[config.mk]
export PLATFORM = sky130hd
export DESIGN_NAME = wbtp_ctrl
export DESIGN_NICKNAME = d
export VERILOG_FILES = /design/src/rtl/wbtp_pkg.sv /design/src/rtl/wbtp_ctrl.sv
export SDC_FILE = /design/constraint.sdc
export NUM_CORES = 1
export LEC_CHECK = 0
export ABC_AREA = 1
export BUFFER_PORTS_ARGS = -buffer_cell sky130_fd_sc_hd__buf_2
export CORE_AREA = 3 3 40 42
export CTS_CLUSTER_SIZE = 20
export DETAILED_ROUTE_END_ITERATION = 10
export DIE_AREA = 0 0 43 45
export PLACE_DENSITY = 0.4
export SYNTH_ARGS = -nofsm -noshare
export SYNTH_HDL_FRONTEND = slang
export SYNTH_SLANG_ARGS = --single-unit
export TNS_END_PERCENT = 100
[constraint.sdc]
create_clock -name clk -period 0.9 [get_ports clk]
set_input_delay 0 -clock clk [delete_from_list [all_inputs] [get_ports clk]]
set_output_delay 0 -clock clk [all_outputs]
set_load 0.02 [all_outputs]
[src/rtl/wbtp_pkg.sv]
// Shared types, constants and command/status bundles for the window bit transpose packer.
`default_nettype none
package wbtp_pkg;

  localparam int MAX_HAPLOTYPES = 64;
  localparam int MAX_WINDOW     = 64;
  localparam int WORD_W         = 64;
  localparam int HAP_W          = 6;
  localparam int CNT_W          = 7;
  localparam int ALLELE_W       = 8;
  localparam int CFG_W          = 7;
  localparam int CFG_INDEX_W    = 1;

  typedef enum logic [CFG_INDEX_W-1:0] {
    CFG_HAPLOTYPE_COUNT = 1'b0,
    CFG_WINDOW_LENGTH   = 1'b1
  } cfg_index_t;

  typedef enum logic {
    ACT_ALLELE = 1'b0,
    ACT_FLUSH  = 1'b1
  } action_t;

  typedef struct packed {
    logic                action;
    logic [ALLELE_W-1:0] allele;
  } in_beat_t;

  typedef struct packed {
    logic [WORD_W-1:0] packed_word;
    logic [HAP_W-1:0]  haplotype_index;
    logic [CNT_W-1:0]  records_in_window;
    logic              last_word;
  } out_beat_t;

  typedef enum logic [1:0] {
    ST_IDLE    = 2'd0,
    ST_MERGE   = 2'd1,
    ST_EMIT_RD = 2'd2,
    ST_EMIT_LD = 2'd3
  } state_t;

  // Controller to datapath.
  typedef struct packed {
    logic byte_rd;   // latch allele, read the current haplotype's word
    logic byte_wr;   // write back the merged word, advance positions
    logic emit_rd;   // read the word at the emit index
    logic emit_ld;   // load the output register with that word
    logic clear;     // drop the whole store and both positions
  } dp_cmd_t;

  // Datapath to controller.
  typedef struct packed {
    logic window_empty;  // no byte since the last emit
    logic window_full;   // the merge in progress completes the window
    logic emit_last;     // the emit index is the last emitted haplotype
    logic out_busy;      // output register still holds a beat
  } dp_sts_t;

  function automatic logic [CFG_W-1:0] clamp_reg(input logic [CFG_W-1:0] v,
                                                 input logic [CFG_W-1:0] hi);
    logic [CFG_W-1:0] r;
    r = v;
    if (v == '0) begin
      r = CFG_W'(1);
    end else if (v > hi) begin
      r = hi;
    end
    return r;
  endfunction

endpackage
`default_nettype wire

[src/rtl/wbtp_ctrl.sv]
// Sequencing state machine: byte merge and window emission.
`default_nettype none
module wbtp_ctrl
  import wbtp_pkg::*;
(
  input  wire logic     clk,
  input  wire logic     rst_n,
  input  wire logic     in_valid,
  input  wire logic     in_action,
  output logic          in_ready,
  input  wire dp_sts_t  sts,
  output dp_cmd_t       cmd
);

  state_t state_r, state_nxt;
  logic   in_acc;

  assign in_acc = in_valid && (state_r == ST_IDLE);

  always_ff @(posedge clk) begin
    if (!rst_n) begin
      state_r <= ST_IDLE;
    end else begin
      state_r <= state_nxt;
    end
  end

  always_comb begin
    state_nxt = state_r;
    case (state_r)
      ST_IDLE: begin
        if (in_acc) begin
          if (in_action == ACT_ALLELE) begin
            state_nxt = ST_MERGE;
          end else if (!sts.window_empty) begin
            state_nxt = ST_EMIT_RD;
          end
        end
      end
      ST_MERGE: begin
        state_nxt = sts.window_full ? ST_EMIT_RD : ST_IDLE;
      end
      ST_EMIT_RD: begin
        if (!sts.out_busy) begin
          state_nxt = ST_EMIT_LD;
        end
      end
      ST_EMIT_LD: begin
        state_nxt = sts.emit_last ? ST_IDLE : ST_EMIT_RD;
      end
      default: state_nxt = ST_IDLE;
    endcase
  end

  always_comb begin
    cmd      = '0;
    in_ready = 1'b0;
    case (state_r)
      ST_IDLE: begin
        in_ready    = 1'b1;
        cmd.byte_rd = in_acc && (in_action == ACT_ALLELE);
      end
      ST_MERGE: begin
        cmd.byte_wr = 1'b1;
      end
      ST_EMIT_RD: begin
        cmd.emit_rd = !sts.out_busy;
      end
      ST_EMIT_LD: begin
        cmd.emit_ld = 1'b1;
        cmd.clear   = sts.emit_last;
      end
      default: begin
        cmd = '0;
      end
    endcase
  end

endmodule
`default_nettype wire

==> results_dict.tcl, run 1 <==
set metrics [dict create \
    cap_violations 0 \
    tritoncts "done" \
    cp.required_ns 0.90 \
    grt_pass1_wl_um 993 \
    cts_sinks 2 \
    crit_type "reg -> out" \
    clock_latency_ns 0.23 \
    place.gp.congestion 0.660 \
    num_rows 13 \
    p_int_w 0.000466 \
    io_buffer_count 13 \
    die_area_um2 1940 \
    layout-drive-gt1-share_pct 71.2 \
    hpwl_um 416 \
    die_h_um 45 \
    core_um2 1280 \
    worst_pin_slew_ns 0.187 \
    top_register "state_r" \
    synth_area_per_cell_um2 5.61 \
    grt_overflow 0 \
    holdCritPathClass "in -> reg" \
    detail_route.iter0.violations 5 \
    grt.total_usage_pct 7.14 \
    ys_ff_latch 2 \
    htreeDepth 1 \
    min_period_ns 1.02 \
    clkSlewWorstSetupHoldPaths_ns 0.03 \
    root_buffer "clkbuf_4" \
    setup_viol 7 \
    status "finished with violations" \
    fin_skew_ns 0.00415 \
    slowest_stage "dfxtp_4" \
    relSlewSlack_pct 87.4 \
    yosys.area_share.adder_pct 0 \
    postCtsSetupBuffers 0 \
    start_util_pct 13.5 \
    pwr-share-comb_pct 52.2 \
    leakage_nw 0.212 \
    synthMuxAreaShare_pct 0 \
    clk_path_buf_depth 2 \
    antenna_found_initial 0 \
    critPathLaunchType "flop" \
    syn-cell-area_um2 174 \
    synth-xor-area-share_pct 0 \
    syn_nets 39 \
    largestRegisters "state_r (2)" \
    layout.cells.non_filler 67 \
    violations "setup timing" \
    drv_slew 0 \
    route.detailed.drc 0 \
    grt_pass1_vias 245 \
    grt_max_degree 7 \
    final_antenna_net_count 0 \
    p_seq_share_pct 22.4 \
    layout.core_utilization_pct 31.5 \
    wirelength_um 555 \
    final_cell_mix "7 x buf_2, 7 x buf_4, 5 x nand2_2, 5 x nand2_1, 4 x inv_1" \
    pwr-share-clk_pct 25.5 \
    worstPathArrival_ns 1.02 \
    layout.nets 62 \
    io-pin-count 14 \
    ys_types 11 \
    synth_compound_area_share_pct 5.76 \
    cts_buffers 3 \
    min_period_over_period_pct 114 \
    vias 262 \
    yosysWarnings 0 \
    powerDensity_nw_per_um2 1960 \
    largest_reg_flops 2 \
    path_max_fanout 6 \
    die_w_um 43 \
    dp_cells 63 \
    total_power_w 0.000791 \
    yosysSeqAreaShare_pct 23.0 \
    max-vdd-ir-drop_uv 601 \
    num_antenna_cells 0 \
    cp-end-kind "primary output" \
    place_ws_ns -0.0578 \
    synthCells 31 \
    setup_slack_ns -0.123 \
    grt_setup_unrepaired "yes" \
    synth_top_family_by_area "simple AND/OR/NAND/NOR gates" \
    crit_chain "nor4_4 -> buf_4" \
    avgViaCountPerCell 3.91 \
    final-hold-violation-count 0 \
    firstDrtPassIters 2 \
    max_freq_mhz 977 \
    p_sw_w 0.000324 \
    yosys.area_share.simple_pct 56.1 \
    detail_route.wl_per_cell_um 8.28 \
    area_growth_pct 132 \
    slowest_delay_ns 0.37 \
    power_switching_share_pct 41.0 \
]
==> power by group through the flow <==
stage / registers [W] / clock network (W) / logic, W
2_1_floorplan: 0.000149 / 0 / 0.000193
3_3_place_gp: 0.000162 / 0 / 0.000311
3_5_place_dp: 0.000160 / 0 / 0.000310
4_1_cts: 0.000172 / 0.000208 / 0.000342
5_1_grt: 0.000181 / 0.000229 / 0.000448
6_report: 0.000177 / 0.000201 / 0.000412
==> critical path, delay by kind of cell, from the launching register on <==
family        cells  cell delay, ns
flops             1            0.37
buf+inv           1            0.18
simple gates      1            0.25
==> synth_stat cells <==
| master | number | area [um2] |
|---|---|---|
| nor2_1 | 4 | 15.0 |
| nand2_1 | 10 | 37.5 |
| inv_1 | 7 | 26.3 |
| dfxtp_1 | 2 | 40.0 |
| nor2_2 | 1 | 6.26 |
| nand3_2 | 1 | 10.0 |
| nor4_1 | 1 | 6.26 |
| nand3_1 | 1 | 5.00 |
| o21ai_0 | 2 | 10.0 |
| nor3b_2 | 1 | 12.5 |
| nor3_1 | 1 | 5.00 |
==> through the flow <==
step | TNS, ns | instance area (um2) | hold WS (ns)
6_report | -0.549 | 404 | 0.179
5_1_grt | -0.979 | 404 | 0.197
4_1_cts | -0.610 | 367 | 0.156
3_5_place_dp | -0.0578 | 300 | 0.238
3_3_place_gp | -0.0799 | 300 | 0.233
2_1_floorplan | -0.220 | 186 | 0.0510
==> cell type report <==
type	count	area (um2)
Clock buffer	3	22.5
Fill cell	146	881
Inverter	7	26.3
Multi-Input combinational cell	22	158
Sequential cell	2	47.5
Tap cell	15	18.8
Timing Repair Buffer	18	131
==> what timing repair did <==
action                     CTS  global route
pin swaps                    3             5
hold buffers                 1             0
setup endpoints to repair    7             8
hold endpoints to repair     1             0
resized for setup           14            12
==> per-layer routing <==
layer  vias up  share of wire, %  routed length [um]  track usage [%]
met5         -                 0                   0                0
met4         0                 0                   0             5.42
met3         0                11                  61             2.39
met2        13                50                 275             10.2
met1       112                39                 219             8.85
li1        137                 -                   -                -
==> logic make-up (layout without fill, tap and decap cells) <==
group	after synthesis	after routing
compound gates	2	2
flops	2	2
buf+inv	7	28
simple gates	20	20
==> final timing paths <==
check / endpoint / from / slack [ns] / cells after the start
min reg2reg: state_r[1] / state_r[1] / 0.63 / 4
min: state_r[0] / sts[3] / 0.18 / 6
max: cmd[4] / state_r[1] / -0.12 / 2
max reg2reg: state_r[1] / state_r[1] / -0.05 / 6
Power figures use the tool's default switching activity.
==> run 2: changes to the inputs <==
- ABC_AREA: 1 -> 0
- PLACE_DENSITY: 0.4 -> 0.37
==> run 2 against run 1 <==
The run still ends with setup timing left. Die area did not move. Global-route usage fell by 0.41 points. Via count fell by 26%. Non-clock buffer count fell by 3. Clock skew rose by 0.0029 ns. Core utilization fell by 5.0 points. Largest cell class unchanged. Synthesized cell count fell by 48%. Synthesized area fell by 17%. Highest routed layer unchanged. Final area fell by 16%.
==> results_dict.tcl, run 2 <==
set metrics [dict create \
    cts_sinks 2 \
    relSlewSlack_pct 87.4 \
    tritoncts "done" \
    cp-end-kind "primary output" \
    setup_viol 8 \
    route.detailed.drc 0 \
    htreeDepth 1 \
    top_register "state_r" \
    cts_buffers 3 \
    drv_slew 0 \
    grt_pass1_vias 203 \
    reg2regPathDepth 2 \
    yosysMostFrequentCell "dfxtp_1" \
    yosysWarnings 0 \
    vias 193 \
    yosysSeqAreaShare_pct 27.8 \
    place_ws_ns -0.0613 \
    start_util_pct 11.2 \
    final_antenna_net_count 0 \
    cap_violations 0 \
    yosys.area.top_type "dfxtp_1" \
    avgViaCountPerCell 3.94 \
    setup_tns_ns -0.852 \
    min_period_ns 1.09 \
    synth_area_per_cell_um2 8.99 \
    ys.flop_type "dfxtp_1" \
    layout.nets 43 \
    holdCritPathClass "in -> reg" \
    die_w_um 43 \
    clkSlewWorstSetupHoldPaths_ns 0.04 \
    grt.total_usage_pct 6.73 \
    num_antenna_cells 0 \
    area_growth_pct 137 \
    final-hold-violation-count 0 \
    critPathLaunchType "flop" \
    layout.core_utilization_pct 26.5 \
    worst_pin_slew_ns 0.187 \
    clk_path_buf_depth 2 \
    crit_type "reg -> out" \
    grt_overflow 0 \
    place.gp.congestion 0.634 \
    fillers 141 \
    firstDrtPassIters 1 \
    grt_pass1_wl_um 883 \
    root_buffer "clkbuf_4" \
    die_area_um2 1940 \
    whs_path_depth 3 \
    largest_reg_flops 2 \
    grt_max_degree 10 \
    dpl_cell_area_um2 254 \
    powerDensity_nw_per_um2 1390 \
    antenna_found_initial 0 \
    design_area_um2 340 \
    final_cell_mix "8 x buf_2, 4 x buf_6, 3 x clkbuf_4" \
    async_flop_share_pct 0 \
    ys_ff_latch 2 \
    detail_route.iter0.violations 0 \
    cp.required_ns 0.90 \
    setup_slack_ns -0.187 \
    fin_skew_ns 0.00704 \
    violations "setup timing" \
    wirelength_um 531 \
    io-pin-count 14 \
    worstPathArrival_ns 1.09 \
    layout-drive-gt1-share_pct 79.4 \
    leakage_nw 0.155 \
    cts_hold_buf 0 \
    min_period_over_period_pct 121 \
    synthCells 16 \
    synth_top_area_share_pct 27.8 \
    grt_setup_unrepaired "yes" \
    syn-cell-area_um2 144 \
    holdWs_ns 0.0425 \
    path_max_fanout 6 \
    clock_latency_ns 0.23 \
    die_h_um 45 \
    status "finished with violations" \
    max_freq_mhz 920 \
    max-vdd-ir-drop_uv 455 \
    largestRegisters "state_r (2)" \
    synth.area.top_cells "dfxtp_1 28%, a211oi_2 8.7%, nand4bb_1 7.8%" \
    layout_commonest_cell "buf_2" \
    multi_input_area_um2 124 \
    ys_types 15 \
    syn_nets 24 \
    detail_route.wl_per_cell_um 10.8 \
    regArea_um2 47.5 \
    synth_edf_count 0 \
    num_rows 13 \
    io_buffer_count 13 \
    core_um2 1280 \
]
## run 2: changes by cell type in the layout (fill, tap and decap cells not counted), moves of 2 or more
cell and delta:
nand2_1 -5, inv_1 -3, inv_2 -3, a211oi_2 +2, nand2_2 -5, nor2_2 -2
o21ai_1 -2, nor2_1 -2, buf_4 -5
## run 2: worst paths after layout
check	startpoint	endpoint	slack (ns)
max	state_r[1]	cmd[4]	-0.19
min	rst_n	state_r[0]	0.04
max reg2reg	state_r[1]	state_r[0]	-0.09
min reg2reg	state_r[0]	state_r[0]	0.50
## run 2: timing repair
action | CTS | global route
setup buffers | 0 | 1
pin swaps | 2 | 1
resized for setup | 9 | 6
setup endpoints to repair | 8 | 8
gates cloned | 0 | 0
## run 2: worst max-delay path, stage by stage, from the launching register on
cell and delay [ns]:
dfxtp_4 0.35, buf_12 0.13, nor4b_4 0.20, buf_4 0.18
## run 2: kinds of logic (layout without fill, tap and decap cells)
kind of cell | after synthesis | count (layout) | synth area share, %
and+or+nand+nor | 9 | 9 | 49.6
AOI/OAI and AO/OA | 3 | 3 | 17.4
DFF | 2 | 2 | 27.8
buffers and inverters | 2 | 20 | 5.21
## run 2: power by group
part	switching, W	internal [W]
clock network	0.0000633	0.000165
logic	0.0000561	0.0000785
registers	0.0000141	0.0000950
total	0.000133	0.000339
## run 2: area by class of cell
type	instances	area share, %
clock buffer	4	7.72
inverter	1	1.10
multi-input combinational	12	36.4
sequential	2	14.0
tap	15	5.51
timing repair buffer	15	35.3
## run 2: routing by layer
layer / global-route usage (%) / wire length [um]
met3: 6.77 / 76
met2: 7.78 / 219
met5: 0 / 0
met1: 7.67 / 236
met4: 3.61 / 0
## run 2: through the flow
step	total power [W]	cells
after global routing	0.000512	49
after global placement	0.000208	44
after detailed placement	0.000209	44
after CTS	0.000463	48
final	0.000472	49
after floorplan	0.000158	16
